**src/ttsp_pkg.sv**
```systemverilog
`default_nettype none

package ttsp_pkg;

	localparam int INDEX_BITS  = 10;
	localparam int TABLE_DEPTH = 1 << INDEX_BITS;

	localparam int KEY_W    = 64;
	localparam int SCORE_W  = 16;
	localparam int DEPTH_W  = 15;
	localparam int BOUND_W  = 2;
	localparam int SQUARE_W = 7;
	localparam int AGE_W    = 16;

	// s_tdata layout, lowest bit first
	localparam int IN_KEY_LSB    = 0;
	localparam int IN_SCORE_LSB  = IN_KEY_LSB + KEY_W;
	localparam int IN_DEPTH_LSB  = IN_SCORE_LSB + SCORE_W;
	localparam int IN_BOUND_LSB  = IN_DEPTH_LSB + DEPTH_W;
	localparam int IN_SQUARE_LSB = IN_BOUND_LSB + BOUND_W;
	localparam int IN_BITS       = IN_SQUARE_LSB + SQUARE_W;
	localparam int IN_DATA_W     = ((IN_BITS + 7) / 8) * 8;

	// m_tdata layout: written, hit, score, depth, bound, square, age
	localparam int OUT_BITS   = 2 + SCORE_W + DEPTH_W + BOUND_W + SQUARE_W + AGE_W;
	localparam int OUT_DATA_W = ((OUT_BITS + 7) / 8) * 8;
	localparam int OUT_PAD_W  = OUT_DATA_W - OUT_BITS;

	typedef enum logic [1:0] {
		ST_CLEAR,
		ST_IDLE,
		ST_LOOKUP
	} ttsp_state_t;

	typedef enum logic {
		MODE_STORE = 1'b0,
		MODE_LOAD  = 1'b1
	} ttsp_mode_t;

	typedef struct packed {
		logic [KEY_W-1:0]          key;
		logic signed [SCORE_W-1:0] score;
		logic [DEPTH_W-1:0]        depth;
		logic [BOUND_W-1:0]        bound;
		logic [SQUARE_W-1:0]       square;
		logic [AGE_W-1:0]          age;
	} ttsp_entry_t;

	typedef struct packed {
		ttsp_mode_t                mode;
		logic [KEY_W-1:0]          key;
		logic signed [SCORE_W-1:0] score;
		logic [DEPTH_W-1:0]        depth;
		logic [BOUND_W-1:0]        bound;
		logic [SQUARE_W-1:0]       square;
	} ttsp_req_t;

	typedef struct packed {
		logic                      written;
		logic                      hit;
		logic signed [SCORE_W-1:0] score;
		logic [DEPTH_W-1:0]        depth;
		logic [BOUND_W-1:0]        bound;
		logic [SQUARE_W-1:0]       square;
		logic [AGE_W-1:0]          age;
	} ttsp_result_t;

	typedef struct packed {
		logic clr_step;
		logic capture;
		logic commit;
	} ttsp_cmd_t;

	typedef struct packed {
		logic clr_last;
		logic out_free;
	} ttsp_status_t;

endpackage

`default_nettype wire

```
**src/ttsp_ctrl.sv**
```systemverilog
`default_nettype none

module ttsp_ctrl
	import ttsp_pkg::*;
(
	input  wire logic        clk,
	input  wire logic        arst_n,
	input  wire logic        s_tvalid,
	output logic             s_tready,
	input  wire ttsp_status_t status,
	output ttsp_cmd_t        cmd
);

	ttsp_state_t state_q, state_d;

	always_ff @(posedge clk or negedge arst_n) begin
		if (!arst_n) begin
			state_q <= ST_CLEAR;
		end else begin
			state_q <= state_d;
		end
	end

	// next state
	always_comb begin
		state_d = state_q;
		unique case (state_q)
			ST_CLEAR: begin
				if (status.clr_last) begin
					state_d = ST_IDLE;
				end
			end
			ST_IDLE: begin
				if (s_tvalid) begin
					state_d = ST_LOOKUP;
				end
			end
			ST_LOOKUP: begin
				if (status.out_free) begin
					state_d = ST_IDLE;
				end
			end
			default: begin
				state_d = ST_CLEAR;
			end
		endcase
	end

	// outputs
	always_comb begin
		cmd      = '0;
		s_tready = 1'b0;
		unique case (state_q)
			ST_CLEAR: begin
				cmd.clr_step = 1'b1;
			end
			ST_IDLE: begin
				s_tready    = 1'b1;
				cmd.capture = s_tvalid;
			end
			ST_LOOKUP: begin
				cmd.commit = status.out_free;
			end
			default: begin
				cmd = '0;
			end
		endcase
	end

endmodule

`default_nettype wire

```
**config.mk**
```make
export PLATFORM = sky130hd
export DESIGN_NAME = ttsp_ctrl
export DESIGN_NICKNAME = d
export VERILOG_FILES = /design/src/ttsp_pkg.sv /design/src/ttsp_ctrl.sv
export SDC_FILE = /design/constraint.sdc
export NUM_CORES = 1
export LEC_CHECK = 0
export BUFFER_PORTS_ARGS = -buffer_cell sky130_fd_sc_hd__buf_4
export CAP_MARGIN = 20
export CORE_AREA = 2 2 39 41
export CTS_CLUSTER_DIAMETER = 30
export DETAILED_ROUTE_END_ITERATION = 6
export DIE_AREA = 0 0 41 43
export GPL_TIMING_DRIVEN = 0
export MAX_ROUTING_LAYER = met4
export SLEW_MARGIN = 40
export SYNTH_ARGS = -nofsm -noshare
export SYNTH_HDL_FRONTEND = slang
export SYNTH_SLANG_ARGS = --single-unit
```
**constraint.sdc**
```tcl
create_clock -name clk -period 1.77 [get_ports clk]
set_input_delay 0.354 -clock clk [delete_from_list [all_inputs] [get_ports clk]]
set_output_delay 0.354 -clock clk [all_outputs]
set_load 0.01 [all_outputs]
```
==> impl_metrics.json, run 1 <==
{
  "area_growth_pct": 97.8,
  "synth_mux_area_share_pct": 8.70,
  "cts.sinks": 2,
  "post_drt_wl_per_cell_um": 7.63,
  "maxSlewViolCount": 0,
  "endpoint_kind": "primary output",
  "ys_ff_latch": 2,
  "cp.required_ns": 1.42,
  "portBuffers": 8,
  "hpwlAfterDp_um": 227,
  "die_x_um": 41,
  "final_common_cell": "buf_4",
  "synthSimpleGateAreaFrac_pct": 37.0,
  "utilization_pct": 16.5,
  "worstSetupPathType": "reg -> out",
  "top_regs": "state_q (2)",
  "drt_wl_total_um": 305,
  "ant_nets": 0,
  "worstMarginPinSlew_ns": 0.176,
  "p_leak_uw": 0.000115,
  "grt_pass1_vias": 123,
  "syn-num-nets": 17,
  "synth_compound_area_share_pct": 7.61,
  "slew_headroom_pct": 88.2,
  "power.density_nw_per_um2": 1550,
  "multi_input_area_um2": 61.3,
  "ys.warnings.count": 0,
  "yosysUniqueCellTypes": 10,
  "routabilityCongestion": 0.588,
  "core_um2": 1380,
  "placedCellCount": 36,
  "holdPathStages": 3,
  "cp_max_fo": 6,
  "viasPerCell": 3.20,
  "hp-class": "in -> reg",
  "via_count": 128,
  "dieArea_um2": 1760,
  "grt_pass1_wl_um": 462,
  "hold_viol": 0,
  "largest_reg_flops": 2,
  "seq_area_um2": 50.0,
  "max_cap_viol_count": 0,
  "clk_path_buf_depth": 2,
  "peakVddDrop_v": 0.000267,
  "hold_path_startpoint": "s_tvalid",
  "antenna_found_initial": 0,
  "numCtsBuffers": 3,
  "grt_setup_unrepaired": "no",
  "finClkSkew_ns": 0.00274,
  "status": "complete, no violations",
  "grt_max_degree": 7,
  "initial_core_util_pct": 8.32,
  "netlist_instances": 12,
  "synth_adder_area_share_pct": 0,
  "max_freq_mhz": 722,
  "fp-row-count": 14,
  "clkLatencyLatePin_ns": 0.22,
  "postCtsHoldBufs": 1,
  "r2r_start": "state_q[0]$_DFFE_PN0P_",
  "cts_tree": "built",
  "drive_gt1_share_pct": 50.0,
  "holdWs_ns": 0.407,
  "cts-root-buf": "clkbuf_4",
  "final_cells": 40,
  "grt.overflow.total": 0,
  "tns_ns": 0,
  "path_clk_slew_ns": 0.03,
  "r2r_cells": 2,
  "synth-xor-area-share_pct": 0,
  "first_pass_iters": 4,
  "grtUsageTotal_pct": 4.72,
  "hold_end": "state_q[0]$_DFFE_PN0P_",
  "crit_path_start": "state_q[1]$_DFFE_PN0P_",
  "post_cts_buffers": 0,
  "synth_top_family_by_area": "simple AND/OR/NAND/NOR gates",
  "avgSynthCellArea_um2": 9.59,
  "route.detailed.drc": 0,
  "die_h_um": 43,
  "cts-resized-gates": 0,
  "htreeDepth": 1,
  "fin_crit_ns": 1.38,
  "nFillCells": 161,
  "ys_seq_area_share_pct": 43.5,
  "netlist_area_um2": 115,
  "worstReg2RegEnd": "state_q[1]$_DFFE_PN0P_",
  "nets": 31,
  "crit_arrival_ns": 1.03,
  "r2r_slack_ns": 0.80,
  "n_antenna_cell": 0,
  "setup_viol": 0,
  "regMostFlops": "state_q",
  "boundaryPins": 9,
  "final_cell_mix": "buf_4, clkbuf_4, nor2_1, dfrtp_1",
  "p_total_uw": 352,
  "drt-initial-drc-count": 3,
  "startpoint_type": "register",
  "period_share_pct": 78.2
}
## metal layers
| metal | global-route usage (%) | share of wire, % | wire length [um] | vias up |
|---|---|---|---|---|
| met4 | 6.00 | 0 | 0 | 0 |
| met1 | 5.43 | 53 | 163 | 53 |
| met2 | 4.38 | 36 | 109 | 8 |
| met5 | - | 0 | 0 | - |
| li1 | - | - | - | 67 |
| met3 | 3.14 | 10 | 32 | 0 |
## synth_stat cells
| cell | n | area (um^2) |
|---|---|---|
| dfrtp_1 | 2 | 50.1 |
| mux2i_1 | 1 | 10.0 |
| and3b_1 | 1 | 8.76 |
| or2_1 | 1 | 6.26 |
| o2bb2ai_1 | 1 | 8.76 |
| nand2_1 | 1 | 3.75 |
| nor2_1 | 2 | 7.51 |
| nor3b_1 | 1 | 7.51 |
| inv_1 | 1 | 3.75 |
| and2b_2 | 1 | 8.76 |
## where the power goes
group	switching, uW	internal (uW)	total (uW)
clock network	24.9	74.7	99.6
logic	60.3	93.4	154
registers	31.5	67.5	99.0
total	117	236	352
## how the worst max path moves through the flow
stage / end / slack, ns / cells past startpoint
final: s_tready / 0.39 / 2
after global routing: s_tready / 0.33 / 2
after CTS: s_tready / 0.37 / 2
after detailed placement: s_tready / 0.62 / 2
after global placement: s_tready / 0.63 / 2
after floorplan: cmd[1] / 0.75 / 1
## stage by stage
step                cell area, um^2  worst slack (ns)
global placement                195             0.629
CTS                             228             0.371
detailed placement              195             0.623
global route                    228             0.327
finish                          228             0.386
floorplan                       115             0.746
## cells by family (layout without fill, tap and decap cells)
group | Yosys count | after routing
mux | 1 | 1
flops | 2 | 2
simple gates | 7 | 7
compound gates | 1 | 1
buf+inv | 1 | 13
## layout make-up
| class | count | area share, % |
|---|---|---|
| Multi-Input combinational cell | 9 | 26.9 |
| Inverter | 1 | 1.65 |
| Timing Repair Buffer | 9 | 30.8 |
| Clock buffer | 3 | 9.89 |
| Sequential cell | 2 | 22.0 |
| Tap cell | 16 | 8.79 |
## worst max-delay path, cell delays in order, from the launching register on
cell and delay (ns):
dfrtp_1 0.41, and2b_2 0.25, buf_4 0.14
(Power assumes the default switching activity.)
==> run 2, diff against run 1 <==
==> constraint.sdc (replaced) <==
create_clock -name clk -period 1.2 [get_ports clk]
set_input_delay 0.24 -clock clk [delete_from_list [all_inputs] [get_ports clk]]
set_output_delay 0.24 -clock clk [all_outputs]
set_load 0.01 [all_outputs]
==> run 2 against run 1 <==
Against the previous run: the flow now finishes with violations (negative setup slack); sequential share of layout area is 0.48 points higher; cell count stayed put; count of clock-buffer cells in the layout stayed put; utilization is 0.45 points higher; worst setup slack worse by 0.44 ns; global-route usage stayed put; clock skew hardly changed; non-clock buffer count stayed put; clock power is 47% higher; combinational power is 58% higher; total power is 54% higher; sequential power is 55% higher.
==> impl_metrics.json, run 2 (synthesized netlist as in run 1, its figures left out) <==
{
  "grtUsageTotal_pct": 4.72,
  "p_total_uw": 543,
  "p_leak_uw": 0.000113,
  "route.detailed.drc": 0,
  "clkLatencyLatePin_ns": 0.22,
  "cp_slowest_stage_delay_ns": 0.43,
  "grt_pass1_wl_um": 462,
  "crit_arrival_ns": 1.01,
  "place_ws_ns": 0.167,
  "top_regs": "state_q (2)",
  "routabilityCongestion": 0.588,
  "nFillCells": 164,
  "violations": "negative setup slack",
  "grt_max_degree": 7,
  "area_growth_pct": 103,
  "viasPerCell": 3.30,
  "drt-initial-drc-count": 3,
  "seq_area_um2": 52.6,
  "numCtsBuffers": 3,
  "max_freq_mhz": 798,
  "setup_ws_ns": -0.0533,
  "first_pass_iters": 2,
  "period_share_pct": 104,
  "worstMarginPinSlew_ns": 0.121,
  "dieArea_um2": 1760,
  "worstSetupPathType": "reg -> out",
  "n_antenna_cell": 0,
  "utilization_pct": 16.9,
  "antenna_found_initial": 0,
  "die_h_um": 43,
  "ant_nets": 0,
  "maxSlewViolCount": 0,
  "boundaryPins": 9,
  "max_cap_viol_count": 0,
  "largest_reg_flops": 2,
  "grt_setup_unrepaired": "yes",
  "multi_input_area_um2": 61.3,
  "portBuffers": 8,
  "cp_max_fo": 6,
  "path_cells": "and3b_1 > buf_4",
  "grt_pass1_vias": 123,
  "slew_headroom_pct": 91.7,
  "drive_gt1_share_pct": 58.3,
  "finClkSkew_ns": 0.00256,
  "regMostFlops": "state_q",
  "status": "finished with violations",
  "hpwlAfterDp_um": 227,
  "post_cts_buffers": 0,
  "fp-row-count": 14,
  "hp-class": "in -> reg",
  "cts_tree": "built",
  "fin_crit_ns": 1.25,
  "final_cell_mix": "buf_4, clkbuf_4, nor2_1, dfrtp_2",
  "via_count": 132,
  "power.density_nw_per_um2": 2320,
  "post_drt_wl_per_cell_um": 7.85,
  "final_common_cell": "buf_4",
  "setup_viol": 2,
  "final_cells": 40,
  "hold_viol": 0,
  "path_clk_slew_ns": 0.03,
  "cp.required_ns": 0.96,
  "initial_core_util_pct": 8.32,
  "die_x_um": 41,
  "cts.sinks": 2,
  "core_um2": 1380,
  "grt.overflow.total": 0,
  "nets": 31,
  "crit_path_top_delay_cell": "dfrtp_2",
  "endpoint_kind": "primary output",
  "tns_ns": -0.0877,
  "cts-root-buf": "clkbuf_4",
  "placedCellCount": 36,
  "startpoint_type": "register",
  "peakVddDrop_v": 0.000434,
  "drt_wl_total_um": 314,
  "clk_path_buf_depth": 2,
  "htreeDepth": 1
}
==> run 2: cell counts in the layout (fill, tap and decap cells not counted) <==
Identical to the previous run, type by type.
==> run 2: what timing repair did <==
item | in CTS | in global routing
resized for setup | 1 | 2
endpoints found under the setup margin | 2 | 3
endpoints found under the hold margin | 2 | 0
hold buffers | 1 | 0
==> run 2: worst paths after layout <==
check	from	endpoint	slack [ns]	cells after the start
max in group asynchronous	arst_n	state_q[0]$_DFFE_PN0P_	0.76	2
hold reg to reg	state_q[0]$_DFFE_PN0P_	state_q[0]$_DFFE_PN0P_	0.50	1
hold / removal	s_tvalid	state_q[0]$_DFFE_PN0P_	0.29	3
min in group asynchronous	arst_n	state_q[1]$_DFFE_PN0P_	0.34	2
setup reg to reg	state_q[0]$_DFFE_PN0P_	state_q[1]$_DFFE_PN0P_	0.24	2
setup / recovery	state_q[1]$_DFFE_PN0P_	cmd[1]	-0.05	2
==> run 2: critical path: cells and delay by family, from the launching register on <==
kind	cells	cell delay (ns)
and+or+nand+nor	1	0.24
buffers and inverters	1	0.12
DFF	1	0.43
==> run 2: layout make-up <==
class                           count  share of cell area, %
Multi-Input combinational cell      9                   26.2
Inverter                            1                   1.60
Timing Repair Buffer                9                   31.6
Sequential cell                     2                   22.5
Tap cell                           16                   8.56
Clock buffer                        3                   9.63
==> run 2: metal layers <==
metal  vias to the layer above  track usage [%]  share of wire (%)
li1                         66                -                  -
met1                        58             5.43                 51
met2                         8             4.38                 39
met3                         0             3.14                 10
met4                         0             6.00                  0
met5                         -                -                  0
==> run 2: metrics by stage <==
step,hold WS (ns),area (um^2)
2_1_floorplan,-0.0556,115
3_3_place_gp,0.0228,195
3_5_place_dp,0.0232,195
4_1_cts,0.285,231
5_1_grt,0.319,234
6_report,0.289,234
==> run 2: report_power, final <==
group          leakage (uW)  internal, uW  switching, uW  total, uW
clock             0.0000138           110           36.2        146
sequential        0.0000227           106           47.4        153
combinational     0.0000770           150           93.9        243
==> run 3, diff against run 2 <==
--- a/config.mk
+++ b/config.mk
@@ -5,6 +5,7 @@
 export SDC_FILE = /design/constraint.sdc
 export NUM_CORES = 1
 export LEC_CHECK = 0
+export ABC_AREA = 1
 export BUFFER_PORTS_ARGS = -buffer_cell sky130_fd_sc_hd__buf_4
 export CAP_MARGIN = 20
 export CORE_AREA = 2 2 39 41
==> run 3 against run 2 <==
Against the previous run: the flow now finishes without violations; count of clock-buffer cells in the layout stayed put; total power is 25% higher; synthesized cell count is 50% higher; cell count is 18% higher; via count is 20% higher; worst setup slack better by 0.067 ns; utilization is 2.5 points higher; critical path type unchanged; largest cell class unchanged.
==> impl_metrics.json, run 3 <==
{
  "dpl_cell_area_um2": 200,
  "timing.critical_path.buf_inv": 2,
  "path_clk_slew_ns": 0.03,
  "hpwlAfterDp_um": 266,
  "synth_edf_count": 0,
  "power.density_nw_per_um2": 2520,
  "grt_pass1_vias": 171,
  "cts-root-buf": "clkbuf_4",
  "yosysUniqueCellTypes": 9,
  "peakVddDrop_v": 0.000392,
  "viasPerCell": 3.36,
  "first_pass_iters": 2,
  "area_growth_pct": 124,
  "ys_ff_latch": 2,
  "ys.warnings.count": 0,
  "routabilityCongestion": 0.588,
  "clockPowerShare_pct": 22.3,
  "top_regs": "state_q (2)",
  "yosysTopAreaCellShare_pct": 41.7,
  "synth_area_leaders": "dfrtp_1, inv_1, nand2_1",
  "cp_slowest_stage_delay_ns": 0.38,
  "clkLatencyLatePin_ns": 0.23,
  "crit_arrival_ns": 0.95,
  "via_count": 158,
  "clk_path_buf_depth": 2,
  "worstSetupPathType": "reg -> out",
  "netlist_instances": 18,
  "initial_core_util_pct": 8.68,
  "path_cells": "inv_2 > nand2_4 > nor2_2 > buf_4",
  "startpoint_type": "register",
  "p_leak_uw": 0.000143,
  "final_common_cell": "buf_4",
  "holdWs_ns": 0.333,
  "post_drt_wl_per_cell_um": 8.36,
  "largest_reg_flops": 2,
  "numCtsBuffers": 3,
  "max_freq_mhz": 843,
  "pwr-share-seq_pct": 23.3,
  "final_cell_mix": "buf_4, inv_1, clkbuf_4",
  "hold_viol": 0,
  "status": "complete, no violations",
  "dieArea_um2": 1760,
  "cts.sinks": 2,
  "place_ws_ns": 0.166,
  "drt-initial-drc-count": 1,
  "htreeDepth": 1,
  "nets": 38,
  "period_share_pct": 98.8,
  "setup_viol": 0,
  "path_delay_family": "flip-flops",
  "yosys-top-cells-count": "inv_1, nand2_1, dfrtp_1, nand3_1",
  "yosysTopAreaCell": "dfrtp_1",
  "nFillCells": 151,
  "fin_crit_ns": 1.19,
  "portBuffers": 8,
  "ys.flop_type": "dfrtp_1",
  "avgSynthCellArea_um2": 6.67,
  "drive_gt1_share_pct": 58.1,
  "grt_max_degree": 6,
  "hp-class": "in -> async",
  "ant_nets": 0,
  "regMostFlops": "state_q",
  "cp.required_ns": 0.96,
  "switchingPower_uw": 268,
  "maxSlewViolCount": 0,
  "antenna_found_initial": 0,
  "comb_power_share_pct": 54.4,
  "endpoint_kind": "primary output",
  "grt_setup_unrepaired": "yes",
  "core_um2": 1380,
  "cp_max_fo": 3,
  "drt_wl_total_um": 393,
  "p_sw_share_pct": 39.6,
  "async_reset_ff_share_pct": 100,
  "ys_seq_area_share_pct": 41.7,
  "final_area_um2": 269,
  "setup_ws_ns": 0.0139,
  "cts_tree": "built",
  "grt.overflow.total": 0,
  "netlist_area_um2": 120,
  "grt_pass1_wl_um": 565,
  "die_x_um": 41,
  "n_antenna_cell": 0,
  "grtUsageTotal_pct": 5.86,
  "slew_headroom_pct": 89.3,
  "finClkSkew_ns": 0.00532,
  "boundaryPins": 9,
  "crit_path_top_delay_cell": "dfrtp_1",
  "syn-num-nets": 23,
  "worstMarginPinSlew_ns": 0.158,
  "max_cap_viol_count": 0,
  "p_int_uw": 409,
  "yosysMostFrequentCell": "inv_1",
  "die_h_um": 43,
  "route.detailed.drc": 0,
  "fp-row-count": 14
}
-- run 3: metrics by stage --
| step | cells | util (%) | setup TNS, ns | power, uW |
|---|---|---|---|---|
| 4_1_cts | 47 | 18.0 | -0.0137 | 611 |
| 3_5_place_dp | 42 | 14.5 | 0 | 402 |
| 5_1_grt | 47 | 19.4 | -0.0942 | 735 |
| 6_report | 47 | 19.4 | 0 | 678 |
| 3_3_place_gp | 42 | 14.5 | 0 | 396 |
| 2_1_floorplan | 18 | - | 0 | 276 |
-- run 3: final cells by class --
type | count | area [um^2] | share of cell area, %
clock buffers | 3 | 22.5 | 8.37
inverters | 6 | 22.5 | 8.37
multi-input cells | 10 | 67.6 | 25.1
flip-flops and latches | 2 | 51.3 | 19.1
well taps | 16 | 20.0 | 7.44
repair buffers | 10 | 85.1 | 31.6
-- run 3: worst reg2reg max path, stage by stage (launching register included) --
cell     delay (ns)
dfrtp_1        0.38
buf_4          0.15
nor2_4         0.08
nand2_1        0.06
nand4_1        0.08
nand2_1        0.06
-- run 3: path summary, 6_finish.rpt --
kind	start	end	slack, ns	depth (start not counted)
min in group clk	s_tvalid	state_q[0]$_DFFE_PN0P_	0.35	4
worst min register to register	state_q[1]$_DFFE_PN0P_	state_q[0]$_DFFE_PN0P_	0.61	3
worst max-delay path	state_q[1]$_DFFE_PN0P_	cmd[1]	0.01	4
worst max register to register	state_q[1]$_DFFE_PN0P_	state_q[0]$_DFFE_PN0P_	0.28	5
worst min-delay path	arst_n	state_q[0]$_DFFE_PN0P_	0.33	2
max in group asynchronous	arst_n	state_q[0]$_DFFE_PN0P_	0.77	2
-- run 3: kinds of logic (layout without fill, tap and decap cells) --
family	after synthesis	count (layout)	synth area share (%)
buf+inv	6	19	18.7
compound gates	1	1	4.16
simple gates	9	9	35.4
flops	2	2	41.7
-- run 3: power groups by stage --
stage / clock [uW] / sequential (uW) / combinational, uW
6_report: 151 / 158 / 369
5_1_grt: 172 / 162 / 400
4_1_cts: 162 / 143 / 307
3_5_place_dp: 0 / 138 / 264
3_3_place_gp: 0 / 137 / 258
2_1_floorplan: 0 / 133 / 144
-- run 3: layer usage --
metal	track usage, %	wire length [um]	vias up
li1	-	-	81
met1	3.21	107	74
met2	8.13	256	3
met3	3.14	29	0
met4	10.0	0	0
met5	-	0	-
-- run 3: timing repair --
action	CTS	global route
setup buffers	1	0
pin swaps	1	0
gates resized for setup	4	5
cloned	0	0
hold buffers	1	0
hold endpoints to repair	2	0
endpoints found under the setup margin	3	3
